### src/hw/rtl/bps_pkg.sv
package bps_pkg;

  localparam int unsigned MaxNumbersDef = 65536;
  localparam int unsigned LimitW        = 17;
  localparam int unsigned IdxW          = 11;
  localparam int unsigned WordW         = 32;
  localparam int unsigned RootW         = 9;
  localparam int unsigned SqW           = LimitW + 1;
  localparam int unsigned WcntW         = LimitW - 4;
  localparam logic [LimitW-1:0] LimitRst = LimitW'(65536);

  typedef enum logic {
    MODE_BUILD = 1'b0,
    MODE_READ  = 1'b1
  } mode_e;

  typedef struct packed {
    logic            mode;
    logic [IdxW-1:0] word_index;
  } req_t;

  typedef struct packed {
    logic [WordW-1:0] word;
    logic             out_of_range;
  } rsp_t;

  typedef enum logic [3:0] {
    S_IDLE,
    S_FILL,
    S_TEST,
    S_RDI,
    S_CHKI,
    S_RDJ,
    S_WRJ,
    S_NEXTI,
    S_DONE
  } step_e;

  typedef enum logic [3:0] {
    OP_INIT,
    OP_NONE,
    OP_FILL,
    OP_RDI,
    OP_LDJ,
    OP_RDJ,
    OP_WRJ,
    OP_NEXTI,
    OP_FINISH
  } op_e;

  typedef enum logic [2:0] {
    C_NEVER,
    C_BUILD,
    C_FILL_DONE,
    C_OUTER_DONE,
    C_BIT_CLR,
    C_INNER_DONE
  } cond_e;

  typedef struct packed {
    op_e   op;
    cond_e cond;
    step_e tgt;
    step_e nxt;
  } uword_t;

  typedef struct packed {
    logic build_go;
    logic fill_done;
    logic outer_done;
    logic bit_clr;
    logic inner_done;
  } flags_t;

  typedef struct packed {
    op_e  op;
    logic busy;
  } ctrl_t;

  // microcode rom: op, jump condition, jump target, fall-through step
  function automatic uword_t ucode(step_e s);
    uword_t w;
    case (s)
      S_IDLE:  w = '{op: OP_INIT,   cond: C_BUILD,      tgt: S_FILL,  nxt: S_IDLE};
      S_FILL:  w = '{op: OP_FILL,   cond: C_FILL_DONE,  tgt: S_TEST,  nxt: S_FILL};
      S_TEST:  w = '{op: OP_NONE,   cond: C_OUTER_DONE, tgt: S_DONE,  nxt: S_RDI};
      S_RDI:   w = '{op: OP_RDI,    cond: C_NEVER,      tgt: S_IDLE,  nxt: S_CHKI};
      S_CHKI:  w = '{op: OP_LDJ,    cond: C_BIT_CLR,    tgt: S_NEXTI, nxt: S_RDJ};
      S_RDJ:   w = '{op: OP_RDJ,    cond: C_INNER_DONE, tgt: S_NEXTI, nxt: S_WRJ};
      S_WRJ:   w = '{op: OP_WRJ,    cond: C_NEVER,      tgt: S_IDLE,  nxt: S_RDJ};
      S_NEXTI: w = '{op: OP_NEXTI,  cond: C_NEVER,      tgt: S_IDLE,  nxt: S_TEST};
      S_DONE:  w = '{op: OP_FINISH, cond: C_NEVER,      tgt: S_IDLE,  nxt: S_IDLE};
      default: w = '{op: OP_NONE,   cond: C_NEVER,      tgt: S_IDLE,  nxt: S_IDLE};
    endcase
    return w;
  endfunction

endpackage

### src/hw/rtl/bps_seq.sv
module bps_seq
  import bps_pkg::*;
(
  input  logic   clk_i,
  input  logic   rst_ni,
  input  flags_t flags_i,
  output ctrl_t  ctrl_o
);

  step_e  pc_q, pc_d;
  uword_t uw;
  logic   taken;

  always_comb begin
    uw = ucode(pc_q);
    case (uw.cond)
      C_NEVER:      taken = 1'b0;
      C_BUILD:      taken = flags_i.build_go;
      C_FILL_DONE:  taken = flags_i.fill_done;
      C_OUTER_DONE: taken = flags_i.outer_done;
      C_BIT_CLR:    taken = flags_i.bit_clr;
      C_INNER_DONE: taken = flags_i.inner_done;
      default:      taken = 1'b0;
    endcase
  end

  // next step
  always_comb begin
    pc_d = taken ? uw.tgt : uw.nxt;
  end

  // control word out
  always_comb begin
    ctrl_o.op   = uw.op;
    ctrl_o.busy = (pc_q != S_IDLE);
  end

  always_ff @(posedge clk_i or negedge rst_ni) begin
    if (!rst_ni) begin
      pc_q <= S_IDLE;
    end else begin
      pc_q <= pc_d;
    end
  end

endmodule

### config.mk
export PLATFORM = sky130hd
export DESIGN_NAME = bps_seq
export DESIGN_NICKNAME = d
export VERILOG_FILES = /design/src/hw/rtl/bps_pkg.sv /design/src/hw/rtl/bps_seq.sv
export SDC_FILE = /design/constraint.sdc
export NUM_CORES = 1
export LEC_CHECK = 0
export BUFFER_PORTS_ARGS = -buffer_cell sky130_fd_sc_hd__buf_4
export CORE_AREA = 2 2 39 41
export CTS_CLUSTER_DIAMETER = 150
export DETAILED_ROUTE_END_ITERATION = 8
export DIE_AREA = 0 0 41 43
export SYNTH_ARGS = -nofsm -noshare
export SYNTH_HDL_FRONTEND = slang
export SYNTH_SLANG_ARGS = --single-unit
### constraint.sdc
create_clock -name clk_i -period 4 [get_ports clk_i]
set_clock_uncertainty 0.1 [all_clocks]
set_input_delay 0.8 -clock clk_i [delete_from_list [all_inputs] [get_ports clk_i]]
set_output_delay 0.8 -clock clk_i [all_outputs]
set_load 0.05 [all_outputs]
* Word-level counts from Yosys, hierarchy flattened *
Memory sizes are Yosys's and may differ from the RTL's.
Index checks and enable logic that the tools add are counted.
W data, S select, Z words.

storage, ports and cells
  register bits = 4
  memory bits (read-only) = 224
  input bits = 7
  output and inout port bits = 5
  logic and storage cells = 10
  memories kept = 1

cells by class
  equality and inequality tests = 5
  multiplexer cells = 2
  reduce and logical (&&, ||, !) cells = 1

memories
  memory           depth  width  read ports  clocked after memory_dff  wr ports  RTL line       RTL
  (no name shown)  16     14     1           0                         0         bps_pkg.sv:83  case (s)

operator list
  cell                  count
  $eq A3 B2 Y1 const B  2
  $eq A3 B3 Y1 const B  2
  $pmux W1 S5           1
  $mux W4               1
  $reduce_bool A4 Y1    1
  $eq A3 B1 Y1 const B  1

* Longest topological paths before layout *
An unclocked memory read counts as a cell.

  depth in word-level cells = 4
  depth in mapped cells = 7
  depth with buffers taken out = 7

* Worst setup path after synthesis *
No wires, ideal clock.

  kind = register to output
  start point = register pc_q[3]
  end point = output port ctrl_o[1] (netlist name)
  arrival time = 1,878 ps
  data required time = 3,100 ps
  setup slack = 1,222 ps
  stages on the path, launching flop included = 4
  buffers on the path = 1
  path through = dfrtp_1 buf_2 nor2_1 a22oi_1

RTL lines
  what                    RTL line       RTL
  from (decl)             bps_seq.sv:10  step_e pc_q, pc_d;
  from (signal assigned)  bps_seq.sv:42  pc_q <= pc_d;
  to (decl)               bps_seq.sv:7   output ctrl_t ctrl_o

==> summary.txt <==
Clock tree
  • Clk slew on worst S/H paths: 0.04 ns
  • H-tree Lvls: 1
  • CTS Hold Bufs: 0
  • Setup bufs post-CTS: 0
  • Clock Tree Buf Depth: 2
  • Num Clock Sinks: 4
  • Cts repair resizes: 0
  • CTS tree: done
  • Root Buffer: clkbuf_4
  • CTS buffer count: 3
  • Clock latency on the worst-skew pair: 0.23 ns

Setup path
  • Crit path largest cell delay: 0.47 ns
  • Worst reg2reg startpoint: pc_q[0]$_DFF_PN0_
  • Sequence of cells on the critical path: inv_1 > ha_1 > nand2_1 > o21ai_0 > a22oi_1 > buf_4
  • R2R setup slack: about 1.9 ns
  • Largest delay share family, worst path: flip-flops
  • CP max-delay cell: dfrtp_1
  • R2R cell count: 7
  • Crit end category: output pin
  • Startpoint types: flop
  • Critical path arrival: 1.57 ns
  • Critical Path Fanout Max: 8
  • Critical path required time: between 3 and 4 ns
  • Worst Path Buf+Inv: 2
  • WS Path Type: flop to output pin
  • RR Endpoint: pc_q[2]$_DFF_PN0_

Drt
  • Drc violations: 0
  • DR WL met2: 447 um
  • Via density: 5.29
  • WL final: 968 um
  • Via count: 450
  • Starting DRC count in detailed routing: 14
  • Met1 WL: 449 um
  • Wire per inst: 11.4 um
  • Uppermost layer routed: met3
  • Metal3 WL: 72 um
  • Antenna-violating nets left: 0
  • Drt pass-1 iters: 4

Timing
  • Period Utilization, post-route: 0.617
  • Setup TNS: 0 ns
  • RSZ-0062 raised after global routing: false
  • Slew at the pin closest to its max-slew limit: 0.479 ns
  • Fmax: 405 MHz
  • Final Max Tran Viols: 0
  • Fin crit period: between 2 and 2.5 ns
  • Rel. slew slack: 0.681
  • Count of final setup violators: 0
  • Final hold violation count: 0

Floorplanning
  • Die Y: 43 um
  • Initial core utilization: 0.356
  • Die footprint: between 1500 and 2000 um^2
  • Die extent in x: 41 um
  • Row count: 14
  • Boundary Pins: 12
  • Core area: between 1000 and 1500 um^2

Finish
  • # fillers: 147
  • ANT cells: 0
  • Most frequent cells in the layout: buf_4, nor2_1, nand2_1, ha_1, dfrtp_1
  • Largest reg by FF count: pc_q
  • Top flop regs: pc_q (4)
  • Share of cells above drive strength 1: 0.304
  • Final-stage net count: 84
  • P&R area growth vs syn: 22.1%
  • Commonest non-fill, non-tap cell in the layout: buf_4
  • Max reg flops: 4

Logic synthesis
  • Syn Nets: 70
  • Multiplexer share of the synthesized area: 0.0914
  • Compound-Gate Fraction of Synth Area: 0.142
  • Synth Area in Adders: 0.152
  • Mapped Avg Cell Area: 8.65 um^2
  • Synth Register Bits: 4
  • Post-Synth Simple-Gate Area: 0.355
  • Gate Count Post-Synth: 57
  • Synth unique cells: 27
  • Largest family of logic cells by synthesized area: simple AND/OR/NAND/NOR gates
  • Sequential area share after synthesis: 0.203
  • Post-synthesis instance area: 493 um^2
  • Post-synth top area share: 0.203
  • Synth area leaders: dfrtp_1, ha_1, nor3_4
  • XOR/XNOR Fraction of Synth Area: 0
  • Yosys warns: 0
  • Cell accounting for the most synthesized area: dfrtp_1

Global routing
  • Vias in the first global route: 410
  • GRT Util Overall: 0.144
  • First-pass GRT wire length: 1730 um
  • Largest net degree at the start of global routing: 15
  • Initial antenna violation count: 0
  • Remaining Overflow, GRT: 0

Flow run
  • Count of maximum capacitance violations: 0

Placed design
  • RePlAce Congestion: about 0.76
  • Final HPWL DP: roughly 760 um
  • Buffers on Ports: 11

Worst hold path
  • Hold Crit Class: input pin to async pin

Outcome
  • Status: completed
-- per-stage QoR --
step | std cells | utilization | setup WS (ns) | area (um^2) | hold slack (ns)
global route | 85 | 0.435 | 1.41 | 602 | 0.242
floorplan | 57 | - | 1.22 | 493 | 0.404
global placement | 82 | 0.419 | 1.83 | 579 | 0.496
CTS | 85 | 0.435 | 1.54 | 602 | 0.255
detailed placement | 82 | 0.419 | 1.79 | 579 | 0.498
finish | 85 | 0.435 | 1.53 | 602 | 0.257
-- routing by layer --
metal / track usage / vias up
met3: 0.0471 / 0
met2: 0.191 / 22
met5: 0 / -
met4: 0.0600 / 0
met1: 0.209 / 208
li1: - / 220
-- Yosys cell counts (all sizes together) --
| master | count |
|---|---|
| nor2 | 8 |
| ha | 6 |
| nand2 | 6 |
| o21ai | 5 |
| dfrtp | 4 |
| a21oi | 3 |
| inv | 3 |
| mux2i | 3 |
| buf | 2 |
| nand3 | 2 |
| nor2b | 2 |
| nor3 | 2 |
| a211oi | 1 |
| a21boi | 1 |
| a22oi | 1 |
| and2 | 1 |
| and3 | 1 |
| and4bb | 1 |
| mux2 | 1 |
| nand2b | 1 |
| nor3b | 1 |
| nor4b | 1 |
| or3 | 1 |
-- worst max path at each step --
stage | cells past startpoint | slack, ns | startpoint | to
CTS | 6 | 1.54 | pc_q[0]$_DFF_PN0_ | ctrl_o[1]
floorplan | 3 | 1.22 | pc_q[3]$_DFF_PN0_ | ctrl_o[1]
detailed placement | 6 | 1.79 | pc_q[0]$_DFF_PN0_ | ctrl_o[1]
global route | 6 | 1.41 | pc_q[0]$_DFF_PN0_ | ctrl_o[1]
finish | 6 | 1.53 | pc_q[0]$_DFF_PN0_ | ctrl_o[1]
global placement | 6 | 1.83 | pc_q[0]$_DFF_PN0_ | ctrl_o[1]
-- cell families after synthesis --
logic type      Yosys count
fa+ha+maj                 6
compound gates           11
flops                     4
buf+inv                   5
mux                       4
simple gates             27
-- cell type report --
cell class / count / area [um^2] / area share
flip-flops and latches: 4 / 100 / 0.166
inverters: 3 / 11.3 / 0.0187
repair buffers: 11 / 82.6 / 0.137
well taps: 16 / 20.0 / 0.0333
clock buffers: 3 / 22.5 / 0.0374
multi-input cells: 48 / 365 / 0.607
Power is not shown: default switching activity piles up to over one toggle a cycle in this logic, so the estimate is an artifact.
